### config.mk
export PLATFORM = sky130hd
export DESIGN_NAME = simt_divergence_stack_flat
export DESIGN_NICKNAME = d
export VERILOG_FILES = /design/src/hw/rtl/sds_pkg.sv /design/src/hw/rtl/sds_ifs.sv /design/src/hw/rtl/sds_resolve.sv /design/src/hw/rtl/sds_stack.sv /design/src/hw/rtl/simt_divergence_stack.sv /design/src/flat_wrapper.sv
export SDC_FILE = /design/constraint.sdc
export NUM_CORES = 1
export LEC_CHECK = 0
export ABC_AREA = 1
export BUFFER_PORTS_ARGS = -buffer_cell sky130_fd_sc_hd__buf_2
export CAP_MARGIN = 10
export CORE_MARGIN = 4
export CORE_UTILIZATION = 40
export DETAILED_ROUTE_END_ITERATION = 8
export GPL_TIMING_DRIVEN = 0
export PLACE_DENSITY = 0.6
export SYNTH_ARGS = -nofsm -noshare
export SYNTH_HDL_FRONTEND = slang
export SYNTH_SLANG_ARGS = --single-unit
export TNS_END_PERCENT = 1
### constraint.sdc
create_clock -name clk -period 12.3 [get_ports clk]
set_input_delay 2.46 -clock clk [delete_from_list [all_inputs] [get_ports clk]]
set_output_delay 2.46 -clock clk [all_outputs]
set_load 0.1 [all_outputs]
### src/hw/rtl/sds_pkg.sv
// Shared types and constants of the SIMT divergence stack.
package sds_pkg;

	localparam int CMD_W = 2;

	typedef enum logic [CMD_W-1:0] {
		CMD_LAUNCH = 2'd0,
		CMD_BRANCH = 2'd1,
		CMD_JOIN   = 2'd2
	} sds_cmd_t;

	typedef struct packed {
		logic launch;
		logic push_one;
		logic push_two;
		logic err;
	} sds_ctrl_t;

endpackage

### src/hw/rtl/sds_ifs.sv
// Input and result channel interfaces of the SIMT divergence stack.
interface sds_in_if #(
	parameter int NUM_WARPS = 4,
	parameter int LANES     = 8,
	parameter int PC_BITS   = 16
) ();
	localparam int WARP_W = (NUM_WARPS > 1) ? $clog2(NUM_WARPS) : 1;

	logic                      valid;
	logic                      ready;
	logic [sds_pkg::CMD_W-1:0] cmd;
	logic [WARP_W-1:0]         warp;
	logic [PC_BITS-1:0]        branch_pc;
	logic [PC_BITS-1:0]        target;
	logic [LANES-1:0]          taken_mask;
	logic                      reconv_valid;
	logic [PC_BITS-1:0]        reconv_pc;

	modport source (
		output valid, cmd, warp, branch_pc, target, taken_mask, reconv_valid, reconv_pc,
		input  ready
	);
	modport sink (
		input  valid, cmd, warp, branch_pc, target, taken_mask, reconv_valid, reconv_pc,
		output ready
	);
endinterface

interface sds_out_if #(
	parameter int NUM_WARPS   = 4,
	parameter int LANES       = 8,
	parameter int STACK_DEPTH = 4,
	parameter int PC_BITS     = 16
) ();
	localparam int WARP_W = (NUM_WARPS > 1) ? $clog2(NUM_WARPS) : 1;
	localparam int SP_W   = $clog2(STACK_DEPTH + 1);

	logic               valid;
	logic               ready;
	logic [WARP_W-1:0]  warp_out;
	logic [PC_BITS-1:0] next_pc;
	logic [LANES-1:0]   active_mask;
	logic [SP_W-1:0]    stack_depth;
	logic               error;

	modport source (
		output valid, warp_out, next_pc, active_mask, stack_depth, error,
		input  ready
	);
	modport sink (
		input  valid, warp_out, next_pc, active_mask, stack_depth, error,
		output ready
	);
endinterface

### src/hw/rtl/sds_resolve.sv
// Launch, branch and join resolution for one warp: next pc, mask, depth and stack pushes.
module sds_resolve #(
	parameter int LANES       = 8,
	parameter int STACK_DEPTH = 4,
	parameter int PC_BITS     = 16,
	localparam int SP_W       = $clog2(STACK_DEPTH + 1)
) (
	input  logic [sds_pkg::CMD_W-1:0] cmd,
	input  logic [PC_BITS-1:0]        cur_pc,
	input  logic [LANES-1:0]          cur_mask,
	input  logic [SP_W-1:0]           cur_sp,
	input  logic [PC_BITS-1:0]        branch_pc,
	input  logic [PC_BITS-1:0]        target,
	input  logic [LANES-1:0]          taken_mask,
	input  logic                      reconv_valid,
	input  logic [PC_BITS-1:0]        reconv_pc,
	input  logic [PC_BITS-1:0]        top_pc,
	input  logic [LANES-1:0]          top_mask,
	output sds_pkg::sds_ctrl_t        ctrl,
	output logic [PC_BITS-1:0]        new_pc,
	output logic [LANES-1:0]          new_mask,
	output logic [SP_W-1:0]           new_sp,
	output logic [PC_BITS-1:0]        push0_pc,
	output logic [LANES-1:0]          push0_mask,
	output logic [PC_BITS-1:0]        push1_pc,
	output logic [LANES-1:0]          push1_mask
);
	logic [LANES-1:0]   tk;
	logic [LANES-1:0]   ntk;
	logic [PC_BITS-1:0] fall;
	logic [SP_W:0]      sp_plus2;

	assign tk         = taken_mask & cur_mask;
	assign ntk        = cur_mask & ~tk;
	assign fall       = branch_pc + PC_BITS'(1);
	assign sp_plus2   = {1'b0, cur_sp} + (SP_W+1)'(2);
	assign push0_pc   = reconv_pc;
	assign push0_mask = cur_mask;
	assign push1_pc   = fall;
	assign push1_mask = ntk;

	always_comb begin
		ctrl     = '0;
		new_pc   = cur_pc;
		new_mask = cur_mask;
		new_sp   = cur_sp;
		case (sds_pkg::sds_cmd_t'(cmd))
			sds_pkg::CMD_LAUNCH: begin
				ctrl.launch = 1'b1;
				new_pc      = '0;
				new_mask    = '1;
				new_sp      = '0;
			end
			sds_pkg::CMD_BRANCH: begin
				if (tk == '0 || ntk == '0) begin
					new_pc = (tk != '0) ? target : fall;
				end else if (!reconv_valid) begin
					ctrl.err = 1'b1;
				end else if (target == reconv_pc) begin
					if (cur_sp >= SP_W'(STACK_DEPTH)) begin
						ctrl.err = 1'b1;
					end else begin
						ctrl.push_one = 1'b1;
						new_sp        = cur_sp + SP_W'(1);
						new_mask      = ntk;
						new_pc        = fall;
					end
				end else begin
					if (sp_plus2 > (SP_W+1)'(STACK_DEPTH)) begin
						ctrl.err = 1'b1;
					end else begin
						ctrl.push_two = 1'b1;
						new_sp        = sp_plus2[SP_W-1:0];
						new_mask      = tk;
						new_pc        = target;
					end
				end
			end
			sds_pkg::CMD_JOIN: begin
				if (cur_sp != '0) begin
					new_pc   = top_pc;
					new_mask = top_mask;
					new_sp   = cur_sp - SP_W'(1);
				end else begin
					new_pc = target;
				end
			end
			default: begin
			end
		endcase
	end
endmodule

### src/hw/rtl/sds_stack.sv
// Per-warp divergence stack entries: one- or two-entry push and top-of-stack read.
module sds_stack #(
	parameter int NUM_WARPS   = 4,
	parameter int LANES       = 8,
	parameter int STACK_DEPTH = 4,
	parameter int PC_BITS     = 16,
	localparam int WARP_W     = (NUM_WARPS > 1) ? $clog2(NUM_WARPS) : 1,
	localparam int SP_W       = $clog2(STACK_DEPTH + 1)
) (
	input  logic               clk,
	input  logic               en,
	input  sds_pkg::sds_ctrl_t ctrl,
	input  logic [WARP_W-1:0]  warp,
	input  logic [SP_W-1:0]    sp,
	input  logic [PC_BITS-1:0] push0_pc,
	input  logic [LANES-1:0]   push0_mask,
	input  logic [PC_BITS-1:0] push1_pc,
	input  logic [LANES-1:0]   push1_mask,
	output logic [PC_BITS-1:0] top_pc,
	output logic [LANES-1:0]   top_mask
);
	localparam int SLOT_W = $clog2(STACK_DEPTH);

	logic [PC_BITS-1:0] ent_pc_q   [NUM_WARPS][STACK_DEPTH];
	logic [LANES-1:0]   ent_mask_q [NUM_WARPS][STACK_DEPTH];
	logic [SP_W-1:0]    sp_dec;
	logic [SLOT_W-1:0]  slot0;
	logic [SLOT_W-1:0]  slot1;
	logic [SLOT_W-1:0]  slot_top;

	assign sp_dec   = sp - SP_W'(1);
	assign slot0    = sp[SLOT_W-1:0];
	assign slot1    = slot0 + SLOT_W'(1);
	assign slot_top = sp_dec[SLOT_W-1:0];
	assign top_pc   = ent_pc_q[warp][slot_top];
	assign top_mask = ent_mask_q[warp][slot_top];

	always_ff @(posedge clk) begin
		if (en && (ctrl.push_one || ctrl.push_two)) begin
			ent_pc_q[warp][slot0]   <= push0_pc;
			ent_mask_q[warp][slot0] <= push0_mask;
		end
		if (en && ctrl.push_two) begin
			ent_pc_q[warp][slot1]   <= push1_pc;
			ent_mask_q[warp][slot1] <= push1_mask;
		end
	end
endmodule

### src/hw/rtl/simt_divergence_stack.sv
// Top level of the SIMT divergence stack: input register, warp state, result register.
//
// Tracks pc, active lane mask and a reconvergence stack for each warp. Every
// command (launch, branch resolution, join) yields exactly one result. One
// transaction is accepted per cycle while the input register is empty or can
// drain; each is held in the input register, then the result register, around
// the combinational resolve logic. The warp state is written as an item moves
// into the result register, so back-to-back items on the same warp see each
// other's updates. A stalled result holds the pipeline; an input is still
// taken while the input register drains into a free result register.
module simt_divergence_stack #(
	parameter int NUM_WARPS   = 4,
	parameter int LANES       = 8,
	parameter int STACK_DEPTH = 4,
	parameter int PC_BITS     = 16
) (
	input logic      clk,
	input logic      arst_n,
	sds_in_if.sink   in_ch,
	sds_out_if.source out_ch
);
	localparam int WARP_W = (NUM_WARPS > 1) ? $clog2(NUM_WARPS) : 1;
	localparam int SP_W   = $clog2(STACK_DEPTH + 1);

	logic                      vld_s1;
	logic [sds_pkg::CMD_W-1:0] cmd_s1;
	logic [WARP_W-1:0]         warp_s1;
	logic [PC_BITS-1:0]        bpc_s1;
	logic [PC_BITS-1:0]        tgt_s1;
	logic [LANES-1:0]          taken_s1;
	logic                      rvld_s1;
	logic [PC_BITS-1:0]        rpc_s1;

	logic [PC_BITS-1:0] warp_pc_q   [NUM_WARPS];
	logic [LANES-1:0]   warp_mask_q [NUM_WARPS];
	logic [SP_W-1:0]    warp_sp_q   [NUM_WARPS];

	logic               res_vld_q;
	logic [WARP_W-1:0]  res_warp_q;
	logic [PC_BITS-1:0] res_pc_q;
	logic [LANES-1:0]   res_mask_q;
	logic [SP_W-1:0]    res_sp_q;
	logic               res_err_q;

	logic               advance;
	logic               fire;
	logic               in_range;
	logic [PC_BITS-1:0] cur_pc;
	logic [LANES-1:0]   cur_mask;
	logic [SP_W-1:0]    cur_sp;
	logic [PC_BITS-1:0] top_pc;
	logic [LANES-1:0]   top_mask;
	sds_pkg::sds_ctrl_t ctrl;
	logic [PC_BITS-1:0] new_pc;
	logic [LANES-1:0]   new_mask;
	logic [SP_W-1:0]    new_sp;
	logic [PC_BITS-1:0] push0_pc;
	logic [LANES-1:0]   push0_mask;
	logic [PC_BITS-1:0] push1_pc;
	logic [LANES-1:0]   push1_mask;

	assign advance     = !res_vld_q || out_ch.ready;
	assign fire        = vld_s1 && advance;
	assign in_ch.ready = !vld_s1 || advance;
	assign in_range    = (int'(warp_s1) < NUM_WARPS);
	assign cur_pc      = warp_pc_q[warp_s1];
	assign cur_mask    = warp_mask_q[warp_s1];
	assign cur_sp      = warp_sp_q[warp_s1];

	always_ff @(posedge clk or negedge arst_n) begin
		if (!arst_n) begin
			vld_s1 <= 1'b0;
		end else if (in_ch.ready) begin
			vld_s1 <= in_ch.valid;
		end
	end

	always_ff @(posedge clk) begin
		if (in_ch.ready && in_ch.valid) begin
			cmd_s1   <= in_ch.cmd;
			warp_s1  <= in_ch.warp;
			bpc_s1   <= in_ch.branch_pc;
			tgt_s1   <= in_ch.target;
			taken_s1 <= in_ch.taken_mask;
			rvld_s1  <= in_ch.reconv_valid;
			rpc_s1   <= in_ch.reconv_pc;
		end
	end

	sds_resolve #(
		.LANES       (LANES),
		.STACK_DEPTH (STACK_DEPTH),
		.PC_BITS     (PC_BITS)
	) u_resolve (
		.cmd          (cmd_s1),
		.cur_pc       (cur_pc),
		.cur_mask     (cur_mask),
		.cur_sp       (cur_sp),
		.branch_pc    (bpc_s1),
		.target       (tgt_s1),
		.taken_mask   (taken_s1),
		.reconv_valid (rvld_s1),
		.reconv_pc    (rpc_s1),
		.top_pc       (top_pc),
		.top_mask     (top_mask),
		.ctrl         (ctrl),
		.new_pc       (new_pc),
		.new_mask     (new_mask),
		.new_sp       (new_sp),
		.push0_pc     (push0_pc),
		.push0_mask   (push0_mask),
		.push1_pc     (push1_pc),
		.push1_mask   (push1_mask)
	);

	sds_stack #(
		.NUM_WARPS   (NUM_WARPS),
		.LANES       (LANES),
		.STACK_DEPTH (STACK_DEPTH),
		.PC_BITS     (PC_BITS)
	) u_stack (
		.clk        (clk),
		.en         (fire && in_range),
		.ctrl       (ctrl),
		.warp       (warp_s1),
		.sp         (cur_sp),
		.push0_pc   (push0_pc),
		.push0_mask (push0_mask),
		.push1_pc   (push1_pc),
		.push1_mask (push1_mask),
		.top_pc     (top_pc),
		.top_mask   (top_mask)
	);

	always_ff @(posedge clk or negedge arst_n) begin
		if (!arst_n) begin
			for (int w = 0; w < NUM_WARPS; w++) begin
				warp_pc_q[w]   <= '0;
				warp_mask_q[w] <= '1;
				warp_sp_q[w]   <= '0;
			end
		end else if (fire && in_range) begin
			if (ctrl.launch) begin
				for (int w = 0; w < NUM_WARPS; w++) begin
					warp_pc_q[w]   <= '0;
					warp_mask_q[w] <= '1;
					warp_sp_q[w]   <= '0;
				end
			end else begin
				warp_pc_q[warp_s1]   <= new_pc;
				warp_mask_q[warp_s1] <= new_mask;
				warp_sp_q[warp_s1]   <= new_sp;
			end
		end
	end

	always_ff @(posedge clk or negedge arst_n) begin
		if (!arst_n) begin
			res_vld_q <= 1'b0;
		end else if (advance) begin
			res_vld_q <= vld_s1;
		end
	end

	always_ff @(posedge clk) begin
		if (fire) begin
			res_warp_q <= warp_s1;
			res_pc_q   <= in_range ? new_pc : '0;
			res_mask_q <= in_range ? new_mask : '0;
			res_sp_q   <= in_range ? new_sp : '0;
			res_err_q  <= in_range ? ctrl.err : 1'b1;
		end
	end

	assign out_ch.valid       = res_vld_q;
	assign out_ch.warp_out    = res_warp_q;
	assign out_ch.next_pc     = res_pc_q;
	assign out_ch.active_mask = res_mask_q;
	assign out_ch.stack_depth = res_sp_q;
	assign out_ch.error       = res_err_q;
endmodule

### src/flat_wrapper.sv
// flat-port wrapper written by rule: the top's interface ports become plain ports
module simt_divergence_stack_flat 
#(
	parameter int NUM_WARPS   = 4,
	parameter int LANES       = 8,
	parameter int STACK_DEPTH = 4,
	parameter int PC_BITS     = 16
)
  (clk, arst_n, in_ch_valid, in_ch_cmd, in_ch_warp, in_ch_branch_pc, in_ch_target, in_ch_taken_mask, in_ch_reconv_valid, in_ch_reconv_pc, in_ch_ready, out_ch_valid, out_ch_warp_out, out_ch_next_pc, out_ch_active_mask, out_ch_stack_depth, out_ch_error, out_ch_ready);
  sds_in_if #(.NUM_WARPS(NUM_WARPS), .LANES(LANES), .PC_BITS(PC_BITS)) in_ch_i ();
  sds_out_if #(.NUM_WARPS(NUM_WARPS), .LANES(LANES), .STACK_DEPTH(STACK_DEPTH), .PC_BITS(PC_BITS)) out_ch_i ();
  input logic clk;
  input logic arst_n;
  input wire logic [$bits(in_ch_i.valid)-1:0] in_ch_valid;
  input wire logic [$bits(in_ch_i.cmd)-1:0] in_ch_cmd;
  input wire logic [$bits(in_ch_i.warp)-1:0] in_ch_warp;
  input wire logic [$bits(in_ch_i.branch_pc)-1:0] in_ch_branch_pc;
  input wire logic [$bits(in_ch_i.target)-1:0] in_ch_target;
  input wire logic [$bits(in_ch_i.taken_mask)-1:0] in_ch_taken_mask;
  input wire logic [$bits(in_ch_i.reconv_valid)-1:0] in_ch_reconv_valid;
  input wire logic [$bits(in_ch_i.reconv_pc)-1:0] in_ch_reconv_pc;
  output wire logic [$bits(in_ch_i.ready)-1:0] in_ch_ready;
  output wire logic [$bits(out_ch_i.valid)-1:0] out_ch_valid;
  output wire logic [$bits(out_ch_i.warp_out)-1:0] out_ch_warp_out;
  output wire logic [$bits(out_ch_i.next_pc)-1:0] out_ch_next_pc;
  output wire logic [$bits(out_ch_i.active_mask)-1:0] out_ch_active_mask;
  output wire logic [$bits(out_ch_i.stack_depth)-1:0] out_ch_stack_depth;
  output wire logic [$bits(out_ch_i.error)-1:0] out_ch_error;
  input wire logic [$bits(out_ch_i.ready)-1:0] out_ch_ready;
  assign in_ch_i.valid = in_ch_valid;
  assign in_ch_i.cmd = in_ch_cmd;
  assign in_ch_i.warp = in_ch_warp;
  assign in_ch_i.branch_pc = in_ch_branch_pc;
  assign in_ch_i.target = in_ch_target;
  assign in_ch_i.taken_mask = in_ch_taken_mask;
  assign in_ch_i.reconv_valid = in_ch_reconv_valid;
  assign in_ch_i.reconv_pc = in_ch_reconv_pc;
  assign in_ch_ready = in_ch_i.ready;
  assign out_ch_valid = out_ch_i.valid;
  assign out_ch_warp_out = out_ch_i.warp_out;
  assign out_ch_next_pc = out_ch_i.next_pc;
  assign out_ch_active_mask = out_ch_i.active_mask;
  assign out_ch_stack_depth = out_ch_i.stack_depth;
  assign out_ch_error = out_ch_i.error;
  assign out_ch_i.ready = out_ch_ready;
  simt_divergence_stack #(.NUM_WARPS(NUM_WARPS), .LANES(LANES), .STACK_DEPTH(STACK_DEPTH), .PC_BITS(PC_BITS)) u_core (.clk(clk), .arst_n(arst_n), .in_ch(in_ch_i), .out_ch(out_ch_i));
endmodule
==> qor.csv <==
metric;value;unit
status;finished, final reports clean;
switching_share;0.3689;
cts_buffer_depth;3;
r2r_start;u_core.warp_s1[1];
setup_viol;0;
h-tree-depth;2;
final_util;0.4666;
cp.required;12650;ps
critPathKind;register to register;
dieArea;0.07209;mm²
syn-cell-area;0.02714;mm²
power_switching;2.348;mW
crit_path_start_kind;register;
die_w;268.5;µm
grt_pass1_wl;137200;µm
port_buffers;96;
synth_top_area_share;0.5255;
synth-edff-count;475;
fin_skew;31.76;ps
antenna_left;0;
wl_per_cell;24.00;µm
pwr_density_cell;203.1;mW/mm²
yosysSeqAreaShare;0.6299;
drt_iter0_markers;2600;
synthesis.nets;2891;
p_int;4.016;mW
final-seq-area;0.01710;mm²
hold_path_class;register to register;
yosysMostFrequentCell;nand2_1;
power.leakage;12.67;nW
hold_viol;0;
cap_violations;0;
cts_root_buffer;clkbuf_16;
drc;0;
ctsHoldBuffers;0;
finalMaxSlewViolations;0;
seq_power_share;0.401;
reg2reg_setup_slack;5510;ps
synth_area_leaders;edfxtp_1 53%, nand2_1 11%, dfrtp_1 7.2%, o21ai_0 5.1%, nor2_1 4.5%;
syn_avg_cell_area;9.652;µm²
synth_seq_cells;587;
worst_pin_slew;1189;ps
cp-end-kind;register;
synth_ff_type;edfxtp_1;
cts_tree;yes;
area_growth;15.46;%
crit_start;u_core.warp_s1[1];
post-route-period-util;0.5521;
clockPowerShare;0.297;
numClockSinks;587;
share_comb_of_total_power;0.302;
hp-start;u_core.warp_pc_q[40];
grt_max_degree;70;
drt_wl_total;93770;µm
async_flop_share;0.1874;
first_pass_iters;8;
multiInputGateArea;0.008884;mm²
nFillCells;6194;
rows;95;
relSlewSlack;0.2049;
worstPathArrival;7140;ps
die_y;268.5;µm
vias;21873;
dp.final_hpwl;68390;µm
drive_gt1_frac;0.1210;
ys_top_cells_by_count;831 x nand2_1, 475 x edfxtp_1, 328 x nor2_1;
fin_crit;6791;ps
cts_resized;0;
fmax;0.1472;GHz
core-area;0.06716;mm²
start_util;0.4042;
track_usage;0.2571;
cts-buffers-inserted;58;
antenna_found_initial;1;
pin_count;97;
rsz0062_at_grt;no;
synth_cells;2812;
post_cts_buffers;0;
grt_pass1_vias;21013;
insertion_delay;650;ps
whs_path_depth;2;
crit_fanout;10;
r2r_cells;17;
yosys_warnings;0;
clk_pin_slew;70;ps
yosysUniqueCellTypes;44;
viasPerCell;5.597;
synth_top_area_cell;edfxtp_1;
num-nets-final;3065;
tns;0;ps
place.gp.congestion;0.9804;
peakVddDrop;0.0001616;V
grt_remaining_overflow;0;
[power by group through the flow]
stage | Combinational, mW | Clock [mW] | Sequential, mW
6_report | 1.92 | 1.89 | 2.55
5_1_grt | 2.07 | 1.99 | 2.57
4_1_cts | 1.87 | 1.91 | 2.55
3_5_place_dp | 1.86 | 0 | 2.59
3_3_place_gp | 1.82 | 0 | 2.58
2_1_floorplan | 1.04 | 0 | 2.73
[path summary, 6_finish.rpt]
path | endpoint
setup / recovery | u_core.out_ch.next_pc[13]
hold / removal | u_core.warp_pc_q[40]
setup reg to reg | u_core.out_ch.next_pc[13]
hold reg to reg | u_core.warp_pc_q[40]
max in group asynchronous | u_core.warp_pc_q[3]
min in group asynchronous | u_core.warp_sp_q[0]
[layer usage]
layer	global-route usage	vias to the layer above	part of all wire
li1	-	9941	-
met1	0.3445	10556	0.40
met2	0.4175	1166	0.46
met3	0.05101	210	0.099
met4	0.09777	0	0.042
met5	0	-	0
[metrics by stage]
stage                     hold WS, ps  power (mW)  cells  setup slack [ps]  cell area (µm²)
after CTS                       482.7       6.334   3907              5997            31340
final                           480.1       6.363   3908              5509            31340
after global placement          461.5       4.401   3781              4982            28720
after detailed placement        465.0       4.450   3799              6026            29310
after floorplan                 449.1       3.769   2812              6572            27140
after global routing            497.4       6.625   3907              5433            31340
[critical path: stages (launching register included)]
cell and delay [ps]:
edfxtp_1 480, buf_4 250, nand2_1 380, inv_2 340, buf_2 320, nand2_1 90, nand3_1 490, inv_1 290
ha_1 360, clkbuf_1 700, clkinv_1 730, clkbuf_1 520, o21ai_0 740, nand2_1 120, nand2_1 170, o21ai_0 200
inv_1 170, a21boi_0 130
[layout make-up]
| class | instances | area share |
|---|---|---|
| sequential | 587 | 0.5456 |
| multi-input combinational | 1928 | 0.2835 |
| inverter | 152 | 0.01837 |
| tap | 873 | 0.03486 |
| timing repair buffer | 114 | 0.03050 |
| clock buffer | 71 | 0.05091 |
| antenna | 1 | 0.00007985 |
| clock inverter | 37 | 0.01369 |
| buffer | 145 | 0.02256 |
[sequential cells by signal, summed over array words and instances (netlist names), 12 cells and up, named ones only]
name,count
u_core.u_stack.ent_pc_q,256
u_core.u_stack.ent_mask_q,128
u_core.warp_pc_q,64
u_core.warp_mask_q,32
u_core.bpc_s1,16
u_core.out_ch.next_pc,16
u_core.rpc_s1,16
u_core.tgt_s1,16
u_core.warp_sp_q,12
[cell usage in the layout (no fill, tap or decap), types with 15 or more instances in the layout]
cell | Yosys | routed
dfstp_2 | 32 | 32
o21ai_0 | 277 | 277
a21oi_1 | 48 | 48
dfrtp_1 | 78 | 78
clkbuf_16 | 0 | 62
buf_16 | 0 | 15
nand2_1 | 831 | 831
o21ai_1 | 80 | 80
buf_2 | 34 | 129
o22ai_1 | 83 | 83
inv_1 | 130 | 129
inv_2 | 16 | 17
o211ai_1 | 16 | 16
edfxtp_1 | 475 | 475
nand3_1 | 159 | 159
nor2_4 | 1 | 17
clkbuf_1 | 89 | 97
nor2_1 | 328 | 312
[cell families (layout without fill, tap and decap cells)]
logic type      Yosys count  after routing  share of synthesized area
simple gates           1365           1365                     0.2044
fa+ha+maj                14             14                   0.006454
flops                   587            587                     0.6299
compound gates          539            539                     0.1088
buf+inv                 297            519                    0.04725
xor+xnor                 10             10                   0.003227
other cells               0              1                          0
Power figures use the tool's default switching activity.
